File: config.mk
export PLATFORM = sky130hd
export DESIGN_NAME = touch_gesture_detector
export DESIGN_NICKNAME = d
export VERILOG_FILES = /design/src/hw/rtl/tgd_pkg.sv /design/src/hw/rtl/tgd_track.sv /design/src/hw/rtl/touch_gesture_detector.sv
export VERILOG_INCLUDE_DIRS = /design/src /design/src/hw/rtl
export SDC_FILE = /design/constraint.sdc
export NUM_CORES = 2
export LEC_CHECK = 0
export BUFFER_PORTS_ARGS = -buffer_cell sky130_fd_sc_hd__buf_4
export CORE_ASPECT_RATIO = 2
export CORE_MARGIN = 4
export CORE_UTILIZATION = 45
export CTS_CLUSTER_DIAMETER = 30
export DETAILED_ROUTE_END_ITERATION = 12
export SYNTH_ARGS = -nofsm -noshare
export SYNTH_HDL_FRONTEND = slang
export SYNTH_SLANG_ARGS = --single-unit
File: constraint.sdc
create_clock -name clk -period 29.7 [get_ports clk]
set_input_delay 2.97 -clock clk [delete_from_list [all_inputs] [get_ports clk]]
set_output_delay 2.97 -clock clk [all_outputs]
set_load 0.005 [all_outputs]
File: src/hw/rtl/touch_gesture_detector_assert.svh
// Assertion macros for the touch gesture detector.
// TGD_ASSERT_IMPLY checks a same-cycle implication and TGD_ASSERT_NEXT
// checks a next-cycle implication. Both are held off while rst_n is low.
`ifndef TOUCH_GESTURE_DETECTOR_ASSERT_SVH
`define TOUCH_GESTURE_DETECTOR_ASSERT_SVH
`ifndef SYNTHESIS
`define TGD_ASSERT_IMPLY(lbl, clk, rst_n, a, c) \
    lbl: assert property (@(posedge clk) disable iff (!rst_n) (a) |-> (c)) \
        else $error("tgd assertion failed");
`define TGD_ASSERT_NEXT(lbl, clk, rst_n, a, c) \
    lbl: assert property (@(posedge clk) disable iff (!rst_n) (a) |=> (c)) \
        else $error("tgd assertion failed");
`else
`define TGD_ASSERT_IMPLY(lbl, clk, rst_n, a, c)
`define TGD_ASSERT_NEXT(lbl, clk, rst_n, a, c)
`endif
`endif

File: src/hw/rtl/tgd_pkg.sv
`default_nettype none
package tgd_pkg;

    typedef enum logic [2:0] {
        REG_PRESS_DELAY   = 3'd0,
        REG_TAP_MIN       = 3'd1,
        REG_TAP_MAX       = 3'd2,
        REG_TAP_MAX_OFFS  = 3'd3,
        REG_QUIT_LEFT     = 3'd4,
        REG_QUIT_BOTTOM   = 3'd5,
        REG_QUIT_RIGHT    = 3'd6,
        REG_QUIT_TOP      = 3'd7
    } cfg_idx_t;

    typedef struct packed {
        logic        [15:0] press_delay_ms;
        logic        [15:0] tap_min_ms;
        logic        [15:0] tap_max_ms;
        logic        [15:0] tap_max_offset;
        logic signed [15:0] quit_left;
        logic signed [15:0] quit_bottom;
        logic signed [15:0] quit_right;
        logic signed [15:0] quit_top;
    } cfg_t;

    localparam cfg_t CFG_RESET = '{
        press_delay_ms: 16'd50,
        tap_min_ms:     16'd30,
        tap_max_ms:     16'd150,
        tap_max_offset: 16'd3277,
        quit_left:      16'sd24576,
        quit_bottom:    16'sd24576,
        quit_right:     16'sd32767,
        quit_top:       16'sd32767
    };

    typedef struct packed {
        logic        [30:0] now_ms;
        logic               touch_down;
        logic        [30:0] sample_ms;
        logic signed [15:0] sample_x;
        logic signed [15:0] sample_y;
    } frame_t;

    typedef struct packed {
        logic               is_pressing;
        logic               is_dragging;
        logic               press_event;
        logic               release_event;
        logic               double_tap;
        logic               drag_gesture;
        logic               quit_hit;
        logic               tap_time_ok;
        logic signed [16:0] dx;
        logic signed [16:0] dy;
        logic        [15:0] lim;
        logic signed [15:0] last_x;
        logic signed [15:0] last_y;
    } track_t;

endpackage
`default_nettype wire

File: src/hw/rtl/tgd_track.sv
`default_nettype none
`include "touch_gesture_detector_assert.svh"
module tgd_track #(
    parameter int unsigned DOUBLE_TAP_WINDOW_MS = 200
) (
    input  wire logic            clk,
    input  wire logic            rst_n,
    input  wire tgd_pkg::cfg_t   cfg,
    input  wire tgd_pkg::frame_t frame,
    input  wire logic            step,
    output tgd_pkg::track_t      res
);

    localparam logic signed [31:0] WIN = 32'(DOUBLE_TAP_WINDOW_MS);

    logic               pressing_reg, pressing_next;
    logic               dragging_reg, dragging_next;
    logic        [30:0] begin_time_reg, begin_time_next;
    logic signed [15:0] begin_x_reg, begin_x_next;
    logic signed [15:0] begin_y_reg, begin_y_next;
    logic        [30:0] finish_time_reg, finish_time_next;
    logic signed [15:0] finish_x_reg, finish_x_next;
    logic signed [15:0] finish_y_reg, finish_y_next;
    logic               slot_reg, slot_next;
    logic        [30:0] tap_starts_reg [2];
    logic        [30:0] tap_starts_next [2];
    logic        [30:0] tap_ends_reg [2];
    logic        [30:0] tap_ends_next [2];

    logic               press_ev, release_ev, dbl, quit;
    logic signed [31:0] end_gap, tap_span, dur;
    logic        [31:0] drag_lim, rel_lim;
    logic               in_box;

    assign end_gap  = signed'({1'b0, frame.sample_ms}) - signed'({1'b0, tap_ends_reg[0]});
    assign tap_span = signed'({1'b0, finish_time_reg})
                    - signed'({1'b0, tap_starts_reg[slot_reg]});
    assign drag_lim = {1'b0, begin_time_reg} + {16'd0, cfg.press_delay_ms};
    assign rel_lim  = {1'b0, finish_time_reg} + {16'd0, cfg.press_delay_ms};
    assign in_box   = (finish_x_reg >= cfg.quit_left) && (finish_x_reg <= cfg.quit_right)
                   && (finish_y_reg >= cfg.quit_bottom) && (finish_y_reg <= cfg.quit_top);

    always_comb
    begin
        pressing_next    = pressing_reg;
        dragging_next    = dragging_reg;
        begin_time_next  = begin_time_reg;
        begin_x_next     = begin_x_reg;
        begin_y_next     = begin_y_reg;
        finish_time_next = finish_time_reg;
        finish_x_next    = finish_x_reg;
        finish_y_next    = finish_y_reg;
        slot_next        = slot_reg;
        tap_starts_next  = tap_starts_reg;
        tap_ends_next    = tap_ends_reg;
        press_ev         = 1'b0;
        release_ev       = 1'b0;
        dbl              = 1'b0;
        quit             = 1'b0;
        if (frame.touch_down)
        begin
            finish_time_next = frame.sample_ms;
            finish_x_next    = frame.sample_x;
            finish_y_next    = frame.sample_y;
            if (!pressing_reg)
            begin
                pressing_next   = 1'b1;
                press_ev        = 1'b1;
                dragging_next   = 1'b0;
                begin_time_next = frame.sample_ms;
                begin_x_next    = frame.sample_x;
                begin_y_next    = frame.sample_y;
                if (slot_reg && (end_gap > WIN))
                begin
                    slot_next = 1'b0;
                end
                tap_starts_next[slot_next] = frame.sample_ms;
            end
            else if ({1'b0, frame.sample_ms} > drag_lim)
            begin
                dragging_next = 1'b1;
            end
        end
        else if (pressing_reg && (rel_lim < {1'b0, frame.now_ms}))
        begin
            pressing_next           = 1'b0;
            release_ev              = 1'b1;
            dragging_next           = 1'b0;
            tap_ends_next[slot_reg] = finish_time_reg;
            slot_next               = 1'b0;
            if (tap_span < WIN)
            begin
                if (!slot_reg)
                begin
                    slot_next = 1'b1;
                end
                else
                begin
                    dbl  = 1'b1;
                    quit = in_box;
                end
            end
        end
    end

    assign dur = signed'({1'b0, finish_time_next}) - signed'({1'b0, begin_time_next});

    always_comb
    begin
        res.is_pressing   = pressing_next;
        res.is_dragging   = dragging_next;
        res.press_event   = press_ev;
        res.release_event = release_ev;
        res.double_tap    = dbl;
        res.drag_gesture  = dur > signed'({16'd0, cfg.tap_max_ms});
        res.quit_hit      = quit;
        res.tap_time_ok   = release_ev && (dur > signed'({16'd0, cfg.tap_min_ms}))
                                       && (dur < signed'({16'd0, cfg.tap_max_ms}));
        res.dx            = {finish_x_next[15], finish_x_next} - {begin_x_next[15], begin_x_next};
        res.dy            = {finish_y_next[15], finish_y_next} - {begin_y_next[15], begin_y_next};
        res.lim           = cfg.tap_max_offset;
        res.last_x        = finish_x_next;
        res.last_y        = finish_y_next;
    end

    always_ff @(posedge clk or negedge rst_n)
    begin
        if (!rst_n)
        begin
            pressing_reg    <= 1'b0;
            dragging_reg    <= 1'b0;
            begin_time_reg  <= '0;
            begin_x_reg     <= '0;
            begin_y_reg     <= '0;
            finish_time_reg <= '0;
            finish_x_reg    <= '0;
            finish_y_reg    <= '0;
            slot_reg        <= 1'b0;
            tap_starts_reg  <= '{default: '0};
            tap_ends_reg    <= '{default: '0};
        end
        else if (step)
        begin
            pressing_reg    <= pressing_next;
            dragging_reg    <= dragging_next;
            begin_time_reg  <= begin_time_next;
            begin_x_reg     <= begin_x_next;
            begin_y_reg     <= begin_y_next;
            finish_time_reg <= finish_time_next;
            finish_x_reg    <= finish_x_next;
            finish_y_reg    <= finish_y_next;
            slot_reg        <= slot_next;
            tap_starts_reg  <= tap_starts_next;
            tap_ends_reg    <= tap_ends_next;
        end
    end

    `TGD_ASSERT_IMPLY(a_drag_needs_press, clk, rst_n, dragging_reg, pressing_reg)
    `TGD_ASSERT_NEXT(a_press_holds, clk, rst_n, step && res.press_event, pressing_reg)
    `TGD_ASSERT_IMPLY(a_dbl_from_slot1, clk, rst_n, step && res.double_tap, slot_reg)
    `TGD_ASSERT_NEXT(a_dbl_clears_slot, clk, rst_n, step && res.double_tap, !slot_reg)
    `TGD_ASSERT_IMPLY(a_quit_needs_dbl, clk, rst_n, res.quit_hit, res.double_tap)

endmodule
`default_nettype wire

File: src/hw/rtl/touch_gesture_detector.sv
// Touch gesture detector: one word in per touch frame, one word out.
// Input stream s_*: s_tdata holds now_ms, sample_ms, sample_x, sample_y,
// s_tuser holds touch_down. Output stream m_*: m_tdata holds the eight
// gesture flags followed by last_x and last_y.
// Config channel cfg_*: cfg_index selects one of eight 16-bit registers,
// always ready; write only while the stream is idle.
// A word taken into the input register has its result loaded into the
// output register when that register is empty or its word moves on, and
// leaves the block from there.
// Throughput: one word per cycle unless m_tready stalls; the tracking state
// updates as a word moves from the input register to the output register.
// A stalled m_tready holds the output word; the input register still takes
// one more word before s_tready drops, so up to two words can be in flight.
// Reset (rst_n low, asynchronous) empties both registers, clears the press
// and tap-history state and loads the register defaults.
`default_nettype none
module touch_gesture_detector #(
    parameter int unsigned DOUBLE_TAP_WINDOW_MS = 200
) (
    input  wire logic        clk,
    input  wire logic        rst_n,
    input  wire logic        s_tvalid,
    output logic             s_tready,
    // [30:0] now_ms, [61:31] sample_ms, [77:62] sample_x, [93:78] sample_y, pad
    input  wire logic [95:0] s_tdata,
    // [0] touch_down
    input  wire logic [0:0]  s_tuser,
    output logic             m_tvalid,
    input  wire logic        m_tready,
    // [0] is_pressing, [1] is_dragging, [2] press_event, [3] release_event,
    // [4] single_tap, [5] double_tap, [6] drag_gesture, [7] quit_hit,
    // [23:8] last_x, [39:24] last_y
    output logic [39:0]      m_tdata,
    input  wire logic        cfg_valid,
    output logic             cfg_ready,
    input  wire logic [2:0]  cfg_index,
    input  wire logic [15:0] cfg_data
);

    tgd_pkg::cfg_t    cfg_reg;
    tgd_pkg::frame_t  frame_reg;
    tgd_pkg::track_t  track;
    logic [39:0]      out_reg;
    logic             v0_reg, v1_reg;
    logic             en0, en1;
    logic signed [33:0] dx_sq, dy_sq;
    logic        [31:0] lim_sq;
    logic        [32:0] dist_sq;
    logic             single;

    assign cfg_ready = 1'b1;

    always_ff @(posedge clk or negedge rst_n)
    begin
        if (!rst_n)
        begin
            cfg_reg <= tgd_pkg::CFG_RESET;
        end
        else if (cfg_valid)
        begin
            case (tgd_pkg::cfg_idx_t'(cfg_index))
                tgd_pkg::REG_PRESS_DELAY:  cfg_reg.press_delay_ms <= cfg_data;
                tgd_pkg::REG_TAP_MIN:      cfg_reg.tap_min_ms     <= cfg_data;
                tgd_pkg::REG_TAP_MAX:      cfg_reg.tap_max_ms     <= cfg_data;
                tgd_pkg::REG_TAP_MAX_OFFS: cfg_reg.tap_max_offset <= cfg_data;
                tgd_pkg::REG_QUIT_LEFT:    cfg_reg.quit_left      <= signed'(cfg_data);
                tgd_pkg::REG_QUIT_BOTTOM:  cfg_reg.quit_bottom    <= signed'(cfg_data);
                tgd_pkg::REG_QUIT_RIGHT:   cfg_reg.quit_right     <= signed'(cfg_data);
                tgd_pkg::REG_QUIT_TOP:     cfg_reg.quit_top       <= signed'(cfg_data);
                default: ;
            endcase
        end
    end

    // stage enables: a stage loads when empty or when its word moves on
    assign en1      = !v1_reg || m_tready;
    assign en0      = !v0_reg || en1;
    assign s_tready = en0;

    always_ff @(posedge clk or negedge rst_n)
    begin
        if (!rst_n)
        begin
            v0_reg <= 1'b0;
            v1_reg <= 1'b0;
        end
        else
        begin
            if (en0)
            begin
                v0_reg <= s_tvalid;
            end
            if (en1)
            begin
                v1_reg <= v0_reg;
            end
        end
    end

    always_ff @(posedge clk)
    begin
        if (en0 && s_tvalid)
        begin
            frame_reg.now_ms     <= s_tdata[30:0];
            frame_reg.touch_down <= s_tuser[0];
            frame_reg.sample_ms  <= s_tdata[61:31];
            frame_reg.sample_x   <= signed'(s_tdata[77:62]);
            frame_reg.sample_y   <= signed'(s_tdata[93:78]);
        end
    end

    tgd_track #(
        .DOUBLE_TAP_WINDOW_MS (DOUBLE_TAP_WINDOW_MS)
    ) u_track (
        .clk   (clk),
        .rst_n (rst_n),
        .cfg   (cfg_reg),
        .frame (frame_reg),
        .step  (v0_reg && en1),
        .res   (track)
    );

    assign dx_sq   = track.dx * track.dx;
    assign dy_sq   = track.dy * track.dy;
    assign lim_sq  = {16'd0, track.lim} * {16'd0, track.lim};
    assign dist_sq = {1'b0, dx_sq[31:0]} + {1'b0, dy_sq[31:0]};
    assign single  = track.tap_time_ok && (dist_sq < {1'b0, lim_sq});

    always_ff @(posedge clk)
    begin
        if (en1 && v0_reg)
        begin
            out_reg <= {track.last_y, track.last_x, track.quit_hit, track.drag_gesture,
                        track.double_tap, single, track.release_event,
                        track.press_event, track.is_dragging, track.is_pressing};
        end
    end

    assign m_tvalid = v1_reg;
    assign m_tdata  = out_reg;

endmodule
`default_nettype wire

Yosys cells after proc, flatten, opt, wreduce, memory -nomap -nowiden:

Index checks and enable logic that the tools add are counted.

* register bits: 518
* input port bits: 121
* output and inout bits: 43

* add/sub/neg operators: 8
* $mul: 3
* magnitude comparators: 16
* eq/ne operators: 8
* multiplexer cells: 36
* bitwise logic cells: 7
* reductions and logical operators: 31

Operators with widths (number)
* two-way mux 31 bit: 8
* bitwise mux 62 bit: 2
* two-way mux 16 bit: 6
* subtractor 31 x 31 -> 32 bit: 3
* adder 31 x 16 -> 32 bit: 2
* greater-than comparator 32 x 17 -> 1 bit: 2
* multiplier 17 x 17 -> 32 bit: 2
* demux 31 bit (select 1 bit): 2
* subtractor 16 x 16 -> 17 bit: 2
* adder 32 x 32 -> 33 bit: 1
* < comparator 33 x 32 -> 1 bit: 1
* greater-or-equal comparator 16 bit: 2
* greater-than comparator 31 x 32 -> 1 bit: 1
* greater-than comparator 32 x 9 -> 1 bit (second input constant): 1
* <= comparator 16 bit: 2
* < comparator 32 x 17 -> 1 bit: 1
* < comparator 32 x 31 -> 1 bit: 1
* < comparator 32 x 9 -> 1 bit (second input constant): 1
* multiplier 16 x 16 -> 32 bit: 1
* two-way mux 1 bit: 18
* AND reduction 2 bit: 8
* equality test 3 bit (second input constant): 4
* logical AND 1 bit: 12
* AND reduction 3 bit: 3
* other kinds (13): 23

Longest topological paths before layout:

* depth in word-level cells: 12
* depth in mapped cells: 56

By module:

Synthesis repeated with hierarchy kept, for this count alone.

* cell total of the unflattened synthesis: 6150
* area total of the unflattened synthesis: 60425.5 sq um

By module, submodules not included
* touch_gesture_detector: instances 1, cells each 3615, area an instance 37452.2 sq um, seq. area each 7372.1 sq um
* tgd_track: instances 1, cells each 2535, area an instance 22973.3 sq um, seq. area each 5555.3 sq um

Least setup slack after synthesis:

Ideal clock, no wire load.

* kind: reg-to-reg
* from: register frame_reg[63] (netlist bit)
* to: register out_reg[4] (netlist: m_tdata[4]) (data pin)
* arrival time: 11.605 ns
* required time: 29.524 ns
* slack: 17.919 ns
* cell stages (with the launch flop): 51
* period minus slack after synthesis: 11.781 ns
* cell sequence: edfxtp_1 > nand2b_1 > clkbuf_1 > clkbuf_1 > mux2i_1 > fa_1 > a21o_1 > a21o_1 > a21oi_1 > o21ai_0 > a211o_1 > a2111oi_0 > o41a_1 > xor2_2 > clkinv_1 > nand2_1 > inv_1 > fa_1 > [15 not listed] > o21ai_0 > nand2b_1 > xor2_1 > ha_1 > o211ai_1 > o21ai_0 > a21oi_1 > a31oi_1 > a21o_1 > a21oi_1 > xnor2_1 > ha_1 > nor2b_1 > a2111oi_0 > o211ai_1 > nor3_1 > o21ai_0 > nor4_1

* word-level cells in the longest chain between the ends: 6

Ends and longest elaborated chain
* start, declared: line touch_gesture_detector.sv:41 `tgd_pkg::frame_t frame_reg;`
* two-way mux 16 bit / two-way mux 31 bit (equally long branches): line tgd_track.sv:60 `if (frame.touch_down)`
* subtractor 16 x 16 -> 17 bit (tied with other cells): line tgd_track.sv:119 `res.dx = {finish_x_next[15], finish_x_next} - {begin_x_next[15], begin_x_next};`
* multiplier 17 x 17 -> 32 bit (tied with other cells): line touch_gesture_detector.sv:123 `assign dx_sq = track.dx * track.dx;`
* adder 32 x 32 -> 33 bit / logical AND 1 bit (equally long branches): line touch_gesture_detector.sv:126, tgd_track.sv:117
* < comparator 33 x 32 -> 1 bit / logical AND 1 bit (equally long branches): line touch_gesture_detector.sv:127, tgd_track.sv:118
* logical AND 1 bit *: line touch_gesture_detector.sv:127 `assign single = track.tap_time_ok && (dist_sq < {1'b0, lim_sq});`
* net single: line touch_gesture_detector.sv:49 `logic single;`
* end signal, assigned: line touch_gesture_detector.sv:133 `out_reg <= {track.last_y, track.last_x, track.quit_hit, track.drag_gesture,`
* end, declared: line touch_gesture_detector.sv:43 `logic [39:0] out_reg;`

Mark *: on every way through the listed nets, which the timed path passes. The rest lies on a longest branch.
A chain may end at the register's enable or synchronous reset.

Worst setup path after layout:

* from: register frame_reg[63] (netlist bit)
* to: register out_reg[4] (netlist: m_tdata[4]) (data pin)

* word-level cells in the longest chain between the ends: 6

Ends and longest elaborated chain
* two-way mux 16 bit: line tgd_track.sv:60
* net u_track.begin_x_next[0]: line tgd_track.sv:19 `logic signed [15:0] begin_x_reg, begin_x_next;`
* subtractor 16 x 16 -> 17 bit: line tgd_track.sv:119
* multiplier 17 x 17 -> 32 bit: line touch_gesture_detector.sv:123
* adder 32 x 32 -> 33 bit: line touch_gesture_detector.sv:126 `assign dist_sq = {1'b0, dx_sq[31:0]} + {1'b0, dy_sq[31:0]};`
* < comparator 33 x 32 -> 1 bit: line touch_gesture_detector.sv:127
* logical AND 1 bit: line touch_gesture_detector.sv:127
* net single: line touch_gesture_detector.sv:49

The timed path passes the listed nets, and every way through them passes these cells.

==> metrics.txt <==
Boundary Pins=164; Area Overhead vs Synth=8.78%; final setup fails=0; Worst-path clk slew=70 ps; layout cells sized above 1=11.3%; row count=186; Slowest cell on crit path=edfxtp_1; Resized Gates After CTS=0; Routed Antenna Nets=0; drt first pass iters=8; CP arrival=15410 ps; cell mode on critical path=fa_1; H-tree level count=2; routability cong.=1.02; gr ovfl total=0; die area=136000 um2; Seq/Total Area, Yosys=22.1%; Num CTS Buffers=53; Post-synth EDFFs=135; clock latency on the worst-skew pair=630 ps; All-Layer GR Usage=26.5%; Post-synth top cells=inv_1, fa_1, ha_1, nand2_1, dfrtp_1; met2 wire length=98.2 mm; RSZ-0062 raised after global routing=no; nets=7574; max-slew violation count=0; vias post-DR=43700; clk buf depth=3; Yosys reg bits=487; path type of the worst setup path=reg -> reg; CTS Sinks=487; global-route wire length before repair=274 mm; min Tclk post-route=14990 ps; main flop type after synthesis=dfrtp_1; Top Layer Used=met5; Fillers=12100; largest cells by area after synthesis=fa_1, ha_1, dfrtp_1; Fin Clk Skew=38.4 ps; DRC Markers=0; Synth cell types=92; met3 wire len=5.70 mm; Core ar.=129000 um2; CP top delay family=compound AO/OA/AOI/OAI gates; actual slew at the worst max-slew pin=1440 ps; worst path required time=30120 ps; Highest Clock Rate=66.7 MHz; input/output buffers=160; yosys warns=0; HPWL Detailed=150 mm; antenna violations before repair=11; DR WL/cell=23.0 um; post-CTS setup buffer count=0; Worst setup SP type=flip-flop; wire length on met1=55.7 mm; clk root buf=clkbuf_16; First DRT Iteration DRCs=1947; FFs w/ async S/R, synth=72.3%; Die H=518 um; Final period util=50.5%; Hold Fails Final Rpt=0; Syn Inst Count=6013; HP Class=reg -> reg; Synth top area share=23.5%; Synth Cell Area=58400 um2; syn avg cell area=9.72 um2; slowest stage delay, CP=780 ps; number of max-cap violations=0; Largest register FFs=128; vias in the first global route=47800; Worst slew margin=3.67%; die width=263 um; Post-CTS Hold Buffers=0; largest net degree at the start of global routing=105; cell taking the most area after synthesis=fa_1; TNS Setup=0 ps; Total Wirelength=182 mm; CTS tree=built; syn nets=7448; vias per inst=5.54; crit path buf inv count=8; Crit Path Max Fanout=19; status=completed; crit end category=flip-flop; most common cell in the netlist=inv_1; initial core utilization=45.4%
## worst paths after layout
kind	from	endpoint	slack (ps)	depth (start not counted)
min in group asynchronous	rst_n	u_track.tap_starts_reg[2]$_DFFE_PN0P_	2330	1
hold reg to reg	u_track.begin_y_reg[7]$_DFFE_PN0P_	u_track.begin_y_reg[7]$_DFFE_PN0P_	470	2
hold / removal	u_track.begin_y_reg[7]$_DFFE_PN0P_	u_track.begin_y_reg[7]$_DFFE_PN0P_	470	2
setup / recovery	frame_reg[63]$_DFFE_PP_	m_tdata[4]$_DFFE_PP_	14710	50
setup reg to reg	frame_reg[63]$_DFFE_PP_	m_tdata[4]$_DFFE_PP_	14710	50
max in group asynchronous	rst_n	u_track.tap_starts_reg[13]$_DFFE_PN0P_	25080	3
## stage by stage
| stage | setup slack [ps] | hold slack (ps) | util [%] | area [um2] | instances |
|---|---|---|---|---|---|
| 5_1_grt | 13660 | 507 | 49.4 | 63600 | 7877 |
| 6_report | 14710 | 474 | 49.4 | 63600 | 7882 |
| 3_3_place_gp | 14850 | 457 | 47.9 | 61700 | 7776 |
| 3_5_place_dp | 14550 | 461 | 47.9 | 61700 | 7776 |
| 4_1_cts | 14530 | 477 | 49.4 | 63600 | 7876 |
| 2_1_floorplan | 17920 | 445 | - | 58400 | 6013 |
## tightest hold or removal path: cells and delay by family, from the launching register on
family           cells  cell delay [ps]
DFF                  1              340
and+or+nand+nor      2              100
## cell usage in the layout, fill, tap and decap left out, drive strengths merged, types with 28 or more instances in the layout
cell,Yosys,final
inv,1078,1094
fa,685,685
ha,629,629
nand2,600,600
mux2,304,304
dfrtp,300,300
nor2,292,292
a21oi,226,226
buf,28,217
o21ai,204,204
xnor2,182,182
edfxtp,135,135
a21o,120,120
mux2i,109,109
and2,98,98
xor2,77,77
nor3,74,74
nand3,62,62
nand2b,62,62
o21a,59,59
clkbuf,118,59
dfstp,52,52
nor2b,50,50
nand4,46,46
o21bai,38,38
and3,36,36
a211oi,28,28
## cells by family after synthesis
group	after synthesis	share of synthesized area, %
other cells	1	0.00642
simple gates	1435	11.5
mux	413	7.92
compound gates	874	9.68
fa+ha+maj	1314	36.9
buf+inv	1230	7.97
xor+xnor	259	3.89
flops	487	22.1
## per-layer routing
layer	GRT usage (%)	vias up
met4	24.6	10
met3	2.33	592
met2	51.1	1162
met1	23.8	21900
met5	0	-
li1	-	20100
## area by class of cell
cell class / count / area [um2] / share of cell area (%)
tap: 1692 / 2120 / 3.33
clock inverter: 41 / 453 / 0.712
multi-input combinational: 4296 / 40900 / 64.4
antenna: 6 / 15.0 / 0.0236
timing repair buffer: 217 / 1640 / 2.57
inverter: 1084 / 4070 / 6.41
sequential: 487 / 12900 / 20.3
clock buffer: 59 / 1410 / 2.22
Power is not shown: default switching activity piles up to over one toggle a cycle in this logic, so the estimate is an artifact.
